===== src/hw/rtl/rbst_pkg.sv =====
// Shared types and constants for the ray versus box slab test.
`default_nettype none

package rbst_pkg;

  localparam int unsigned LANES   = 4;   // x min, x max, y min, y max slab parameters
  localparam int unsigned COORD_W = 32;
  localparam int unsigned DIR_W   = 33;  // exact difference of two coordinates
  localparam int unsigned QUO_W   = 33;  // quotient bits kept before saturation

  localparam logic signed [COORD_W-1:0] Q_MAX = 32'sh7fff_ffff;
  localparam logic signed [COORD_W-1:0] Q_MIN = 32'sh8000_0000;

  typedef struct packed {
    logic signed [COORD_W-1:0] ray_start_x;
    logic signed [COORD_W-1:0] ray_start_y;
    logic signed [COORD_W-1:0] ray_end_x;
    logic signed [COORD_W-1:0] ray_end_y;
    logic signed [COORD_W-1:0] box_min_x;
    logic signed [COORD_W-1:0] box_min_y;
    logic signed [COORD_W-1:0] box_max_x;
    logic signed [COORD_W-1:0] box_max_y;
  } in_item_t;

  typedef struct packed {
    logic                      hit;
    logic signed [COORD_W-1:0] t_enter;
    logic signed [COORD_W-1:0] t_exit;
  } out_item_t;

endpackage

`default_nettype wire


===== src/hw/rtl/rbst_select.sv =====
// Saturation of the four slab parameters, then entry, exit and hit decision.
`default_nettype none

module rbst_select (
  input  wire                                             clk_i,
  input  wire                                             rst_ni,
  input  wire                                             valid_i,
  output logic                                            ready_o,
  input  wire  [rbst_pkg::LANES-1:0][rbst_pkg::QUO_W-1:0] quo_i,
  input  wire  [rbst_pkg::LANES-1:0]                      neg_i,
  input  wire  [rbst_pkg::LANES-1:0]                      ovf_i,
  output logic                                            out_valid_o,
  input  wire                                             out_stall_i,
  output rbst_pkg::out_item_t                             out_data_o
);
  import rbst_pkg::*;

  logic                                   s1_valid_q, s2_valid_q;
  logic                                   s1_ready, s2_ready;
  logic signed [LANES-1:0][COORD_W-1:0]   t_d, t_q;
  logic signed [COORD_W-1:0]              t_x0, t_x1, t_y0, t_y1;
  logic signed [COORD_W-1:0]              mn_x, mx_x, mn_y, mx_y, t_min, t_max;
  out_item_t                              res_d, res_q;
  logic                                   big;

  always_comb begin
    for (int l = 0; l < LANES; l++) begin
      big = ovf_i[l] || quo_i[l][QUO_W-1] || quo_i[l][COORD_W-1];
      if (neg_i[l]) begin
        t_d[l] = big ? Q_MIN : -$signed({1'b0, quo_i[l][COORD_W-2:0]});
      end else begin
        t_d[l] = big ? Q_MAX : $signed({1'b0, quo_i[l][COORD_W-2:0]});
      end
    end
  end

  // Elements of a packed array read back unsigned, so each lane is taken
  // into a signed word before the comparisons.
  always_comb begin
    t_x0  = $signed(t_q[0]);
    t_x1  = $signed(t_q[1]);
    t_y0  = $signed(t_q[2]);
    t_y1  = $signed(t_q[3]);
    mn_x  = (t_x0 < t_x1) ? t_x0 : t_x1;
    mx_x  = (t_x0 > t_x1) ? t_x0 : t_x1;
    mn_y  = (t_y0 < t_y1) ? t_y0 : t_y1;
    mx_y  = (t_y0 > t_y1) ? t_y0 : t_y1;
    t_min = (mn_x > mn_y) ? mn_x : mn_y;
    t_max = (mx_x < mx_y) ? mx_x : mx_y;
    res_d.t_enter = t_min;
    res_d.t_exit  = t_max;
    res_d.hit     = !(t_max < 0 || t_min > t_max);
  end

  assign s2_ready = !s2_valid_q || !out_stall_i;
  assign s1_ready = !s1_valid_q || s2_ready;
  assign ready_o  = s1_ready;

  always_ff @(posedge clk_i or negedge rst_ni) begin
    if (!rst_ni) begin
      s1_valid_q <= 1'b0;
      s2_valid_q <= 1'b0;
    end else begin
      if (s1_ready) s1_valid_q <= valid_i;
      if (s2_ready) s2_valid_q <= s1_valid_q;
    end
  end

  always_ff @(posedge clk_i) begin
    if (s1_ready) t_q <= t_d;
    if (s2_ready) res_q <= res_d;
  end

  assign out_valid_o = s2_valid_q;
  assign out_data_o  = res_q;

endmodule

`default_nettype wire


===== config.mk =====
export PLATFORM = sky130hd
export DESIGN_NAME = rbst_select
export DESIGN_NICKNAME = d
export VERILOG_FILES = /design/src/hw/rtl/rbst_pkg.sv /design/src/hw/rtl/rbst_select.sv
export SDC_FILE = /design/constraint.sdc
export NUM_CORES = 1
export LEC_CHECK = 0
export BUFFER_PORTS_ARGS = -buffer_cell sky130_fd_sc_hd__buf_2
export CAP_MARGIN = 20
export CORE_AREA = 3 3 216 303
export CTS_CLUSTER_DIAMETER = 200
export CTS_CLUSTER_SIZE = 24
export DETAILED_ROUTE_END_ITERATION = 6
export DIE_AREA = 0 0 219 306
export PLACE_DENSITY = 0.43
export SKIP_CTS_REPAIR_TIMING = 1
export SYNTH_ARGS = -nofsm -noshare
export SYNTH_HDL_FRONTEND = slang
export SYNTH_SLANG_ARGS = --single-unit

===== constraint.sdc =====
create_clock -name clk_i -period 11.15 [get_ports clk_i]
set_input_delay 2.23 -clock clk_i [delete_from_list [all_inputs] [get_ports clk_i]]
set_output_delay 2.23 -clock clk_i [all_outputs]
set_load 0.01 [all_outputs]

==> flow_summary.html <==
<table>
<tr><th>Metric</th><th>Value</th></tr>
<tr><th colspan="2">Route</th></tr>
<tr><td>DRT Wirelength</td><td>53600 um</td></tr>
<tr><td>First DRT Iteration DRCs</td><td>between 800 and 900</td></tr>
<tr><td>Final ANT Viol Nets</td><td>0</td></tr>
<tr><td>Detailed-route via count</td><td>roughly 13000</td></tr>
<tr><td>Count of TritonRoute iterations in the first routing pass</td><td>5</td></tr>
<tr><td>WL per Instance</td><td>19.9 um</td></tr>
<tr><td>Vias per Instance</td><td>4.84</td></tr>
<tr><td>Number of DRC violations after detailed routing</td><td>0</td></tr>
<tr><th colspan="2">Global route</th></tr>
<tr><td>Met1 track demand over resource in global routing</td><td>between 10% and 20%</td></tr>
<tr><td>GRT met3 Usage</td><td>2.21%</td></tr>
<tr><td>Most heavily used metal layer in global routing</td><td>met2</td></tr>
<tr><td>First-pass GRT wire length</td><td>77500 um</td></tr>
<tr><td>Number of global-route vias before repair</td><td>12544</td></tr>
<tr><td>Largest net degree at the start of global routing</td><td>70</td></tr>
<tr><td>Met2 demand-to-capacity share in global routing</td><td>30.1%</td></tr>
<tr><td>Global-route usage over all layers</td><td>15.7%</td></tr>
<tr><td>Aggregate global routing overflow</td><td>0</td></tr>
<tr><td>Number of antenna violations at the first check in global routing</td><td>0</td></tr>
<tr><th colspan="2">Synthesis</th></tr>
<tr><td>FF+latch count, synth</td><td>195</td></tr>
<tr><td>Area leader, netlist</td><td>sky130_fd_sc_hd__edfxtp_1</td></tr>
<tr><td>Proportion of register bits with asynchronous set or reset after synthesis</td><td>1.03%</td></tr>
<tr><td>Area fraction of the dominant cell type after synthesis</td><td>between 30% and 40%</td></tr>
<tr><td>Netlist area before placement</td><td>about 16000 um2</td></tr>
<tr><td>Number of synthesis warnings</td><td>0</td></tr>
<tr><td>Part of the Yosys area used for sequential elements</td><td>37.2%</td></tr>
<tr><td>Number of instances in the synthesized netlist</td><td>1676</td></tr>
<tr><td>Post-synthesis net count</td><td>1981</td></tr>
<tr><td>Number of synthesized flops with an enable pin</td><td>193</td></tr>
<tr><td>Primary flip-flop cell chosen by synthesis mapping</td><td>sky130_fd_sc_hd__edfxtp_1</td></tr>
<tr><td>Post-synthesis average cell area</td><td>9.38 um2</td></tr>
<tr><td>Largest cells by area after synthesis</td><td>sky130_fd_sc_hd__edfxtp_1 37%, sky130_fd_sc_hd__ha_1 13%, sky130_fd_sc_hd__mux2i_1 10%</td></tr>
<tr><td>Post-synth cell types</td><td>between 60 and 70</td></tr>
<tr><th colspan="2">Worst setup path</th></tr>
<tr><td>Worst path slowest cell</td><td>sky130_fd_sc_hd__and3_2</td></tr>
<tr><td>Worst setup path startpoint</td><td>t_x0[31]</td></tr>
<tr><td>Worst setup slack for register-to-register paths</td><td>2.50 ns</td></tr>
<tr><td>Maximum net fanout on the critical path</td><td>33</td></tr>
<tr><td>Worst setup EP type</td><td>flop</td></tr>
<tr><td>Data arrival, critical path</td><td>between 8 and 9 ns</td></tr>
<tr><td>Kind of start point of the critical path</td><td>flop</td></tr>
<tr><td>Depth of the most critical reg-to-reg path</td><td>30</td></tr>
<tr><td>Req. time, crit path</td><td>between 10 and 15 ns</td></tr>
<tr><td>Capturing point of the worst reg2reg path</td><td>out_data_o[64]</td></tr>
<tr><td>CP dominant cell by count</td><td>sky130_fd_sc_hd__a21o_1</td></tr>
<tr><td>Path type of the worst setup path</td><td>flop to flop</td></tr>
<tr><td>Crit path largest cell delay</td><td>approximately 0.90 ns</td></tr>
<tr><td>Startpoint of the worst-slack reg-to-reg timing path</td><td>t_x0[31]</td></tr>
<tr><th colspan="2">STA</th></tr>
<tr><td>Share of the cycle needed by the critical path after routing</td><td>77.6%</td></tr>
<tr><td>Max frequency</td><td>about 0.12 GHz</td></tr>
<tr><td>Final sum of negative setup slack</td><td>0 ns</td></tr>
<tr><td>Final clock skew</td><td>0.0128 ns</td></tr>
<tr><td>Final number of max-transition violations</td><td>0</td></tr>
<tr><td>Unrepaired setup endpoints after global routing</td><td>false</td></tr>
<tr><td>Final critical delay including setup and external delays</td><td>8.65 ns</td></tr>
<tr><td>Final Setup Violations</td><td>0</td></tr>
<tr><td>Measured slew at the worst slew-check pin</td><td>~1.0 ns</td></tr>
<tr><td>Fin. Hold Viols</td><td>0</td></tr>
<tr><td>Worst slew slack as a fraction of its limit</td><td>29.3%</td></tr>
<tr><th colspan="2">Floorplanning</th></tr>
<tr><td>Cell row count</td><td>around 110</td></tr>
<tr><td>Core area</td><td>63000 um2</td></tr>
<tr><td>Die footprint</td><td>~67000 um2</td></tr>
<tr><td>Starting Density</td><td>25.0%</td></tr>
<tr><td>Ports placed on the boundary</td><td>211</td></tr>
<tr><td>Die X-Extent</td><td>219 um</td></tr>
<tr><td>Overall die height</td><td>306 um</td></tr>
<tr><th colspan="2">Cells and area</th></tr>
<tr><td>Highest-count cells in the layout ignoring fill and taps</td><td>210 x sky130_fd_sc_hd__buf_2, 193 x sky130_fd_sc_hd__edfxtp_1, 178 x sky130_fd_sc_hd__nor2_1, 171 x sky130_fd_sc_hd__inv_1, 163 x sky130_fd_sc_hd__mux2i_1</td></tr>
<tr><td>Share of layout cells above drive strength 1</td><td>14.7%</td></tr>
<tr><td>Area growth syn-to-layout</td><td>16.3%</td></tr>
<tr><td>Diodes inserted</td><td>0</td></tr>
<tr><td>Share of the core filled with cells in the final layout</td><td>29.0%</td></tr>
<tr><td>Nets</td><td>2157</td></tr>
<tr><td>Final-layout fill cell count</td><td>6687</td></tr>
<tr><td>Leading cell type in the layout, fill and taps excluded</td><td>sky130_fd_sc_hd__buf_2</td></tr>
<tr><th colspan="2">Hold path</th></tr>
<tr><td>Hold-critical path endpoint</td><td>out_valid_o</td></tr>
<tr><td>Type of the worst min-delay path</td><td>flop to flop</td></tr>
<tr><td>Worst hold path cell count</td><td>1</td></tr>
<tr><td>Hold Crit Start</td><td>s1_valid_q</td></tr>
<tr><th colspan="2">Power</th></tr>
<tr><td>Total power density per cell area</td><td>184 nW/um2</td></tr>
<tr><td>Clock power frac</td><td>19.0%</td></tr>
<tr><td>Switching pwr</td><td>between 0.001 and 0.0015 W</td></tr>
<tr><td>Sequential share of power</td><td>between 30% and 40%</td></tr>
<tr><td>Worst vdd ir</td><td>0.000127 V</td></tr>
<tr><td>Internal power contribution</td><td>0.00200 W</td></tr>
<tr><td>Net Sw Frac</td><td>40.7%</td></tr>
<tr><td>Gate power share</td><td>48.2%</td></tr>
<tr><td>LEAKAGE</td><td>between 8 and 9 nW</td></tr>
<tr><th colspan="2">Clocking</th></tr>
<tr><td>Max Root-Sink Buffers</td><td>2</td></tr>
<tr><td>Number of buffers created by CTS</td><td>17</td></tr>
<tr><td>H-tree depth</td><td>4</td></tr>
<tr><td>Sinks on Clock Net</td><td>~200</td></tr>
<tr><td>Cell chosen for the clock root</td><td>sky130_fd_sc_hd__clkbuf_16</td></tr>
<tr><td>Clock Pin Slew Worst Setup and Hold Paths</td><td>0.07 ns</td></tr>
<tr><td>Insertion delay of the later-clocked pin in the worst-skew pair</td><td>0.47 ns</td></tr>
<tr><td>Clock tree from TritonCTS</td><td>yes</td></tr>
<tr><th colspan="2">Placed design</th></tr>
<tr><td>GP Congestion</td><td>0.893</td></tr>
<tr><td>Port-buffer cells</td><td>210</td></tr>
<tr><td>HPWL Detailed</td><td>44000 um</td></tr>
<tr><th colspan="2">Run</th></tr>
<tr><td>Max cap viols</td><td>0</td></tr>
<tr><th colspan="2">Run status</th></tr>
<tr><td>Outcome</td><td>complete, no violations</td></tr>
</table>
[power by group through the flow]
stage	clock network (W)	logic, W	registers, W
final	0.000639	0.00162	0.00111
after global routing	0.000693	0.00181	0.00112
after CTS	0.000664	0.00164	0.00111
after detailed placement	0	0.00162	0.00112
after global placement	0	0.00161	0.00113
after floorplan	0	0.00101	0.00114
[state kept, by name (all words and copies together), names as in the netlist]
signal	cells
out_data_o	65
t_x0	32
t_x1	32
t_y0	32
t_y1	32
out_valid_o	1
s1_valid_q	1
[layout make-up]
cell class              instances  area, um2  share of cell area [%]
clock buffers                  17        425                    2.33
clock inverters                13        158                   0.862
repair buffers                222       1140                    6.24
inverters                     171        642                    3.51
flip-flops and latches        195       5850                    32.0
well taps                     832       1040                    5.69
multi-input cells            1245       9030                    49.4
[synth_stat cells, types with 3 or more instances]
library cell	instances
sky130_fd_sc_hd__nand2_1	80
sky130_fd_sc_hd__buf_2	7
sky130_fd_sc_hd__o21ai_0	55
sky130_fd_sc_hd__nor2b_1	22
sky130_fd_sc_hd__o2111ai_1	3
sky130_fd_sc_hd__mux2i_1	163
sky130_fd_sc_hd__or4_1	17
sky130_fd_sc_hd__clkbuf_1	53
sky130_fd_sc_hd__buf_1	5
sky130_fd_sc_hd__nor3_1	34
sky130_fd_sc_hd__or4_4	3
sky130_fd_sc_hd__a21o_1	37
sky130_fd_sc_hd__a311oi_1	4
sky130_fd_sc_hd__nor4_1	13
sky130_fd_sc_hd__or2_2	4
sky130_fd_sc_hd__nor2_1	178
sky130_fd_sc_hd__nand4_1	35
sky130_fd_sc_hd__a211oi_1	4
sky130_fd_sc_hd__a21oi_1	125
sky130_fd_sc_hd__a2111oi_0	4
sky130_fd_sc_hd__nand2b_1	12
sky130_fd_sc_hd__xor2_1	63
sky130_fd_sc_hd__a31oi_1	17
sky130_fd_sc_hd__o21a_1	17
sky130_fd_sc_hd__nor3b_1	26
sky130_fd_sc_hd__a21boi_0	7
sky130_fd_sc_hd__xnor2_1	4
sky130_fd_sc_hd__or3_1	26
sky130_fd_sc_hd__and2_1	3
sky130_fd_sc_hd__nand3_1	19
sky130_fd_sc_hd__mux2_2	3
sky130_fd_sc_hd__o22ai_1	39
sky130_fd_sc_hd__edfxtp_1	193
sky130_fd_sc_hd__o41ai_1	5
sky130_fd_sc_hd__and3_1	6
sky130_fd_sc_hd__o31ai_1	21
sky130_fd_sc_hd__inv_1	171
sky130_fd_sc_hd__ha_1	161
[critical path: cells and delay by family (launching register included)]
| family | cells | cell delay [ns] |
|---|---|---|
| AOI/OAI and AO/OA | 16 | 3.53 |
| adders and majority gates | 3 | 1.06 |
| DFF | 1 | 0.42 |
| muxes | 2 | 0.67 |
| and+or+nand+nor | 6 | 2.23 |
| buffers and inverters | 3 | 0.48 |
[worst max path at each step]
| stage | to | slack, ns | cells after the start |
|---|---|---|---|
| after floorplan | ready_o | 3.71 | 1 |
| after global placement | out_data_o[64] | 2.81 | 31 |
| after detailed placement | out_data_o[64] | 2.58 | 31 |
| after CTS | out_data_o[64] | 2.58 | 31 |
| after global routing | out_data_o[64] | 1.86 | 31 |
| final | out_data_o[64] | 2.50 | 30 |
[per-layer routing]
metal,share of wire (%),vias to the layer above
met5,0,-
met4,2.8,0
met3,2.9,56
met2,55,253
met1,40,6240
li1,-,6484
[stage by stage]
stage	setup slack (ns)	power [W]	hold slack [ns]	cells	instance area, um2
floorplan	3.71	0.00215	0.435	1676	15700
global placement	2.81	0.00274	0.513	2665	17700
detailed placement	2.58	0.00275	0.529	2665	17700
CTS	2.58	0.00341	0.549	2695	18300
global route	1.86	0.00362	0.569	2695	18300
finish	2.50	0.00337	0.536	2695	18300
[logic make-up after synthesis]
group	share of synthesized area, %
xor gates and xnor gates	3.73
buffers and inverters	5.69
muxes	10.6
DFF	37.2
AOI/OAI and AO/OA	14.3
and+or+nand+nor	15.7
adders and majority gates	12.8
No activity file was read; power rests on OpenSTA's default activity.
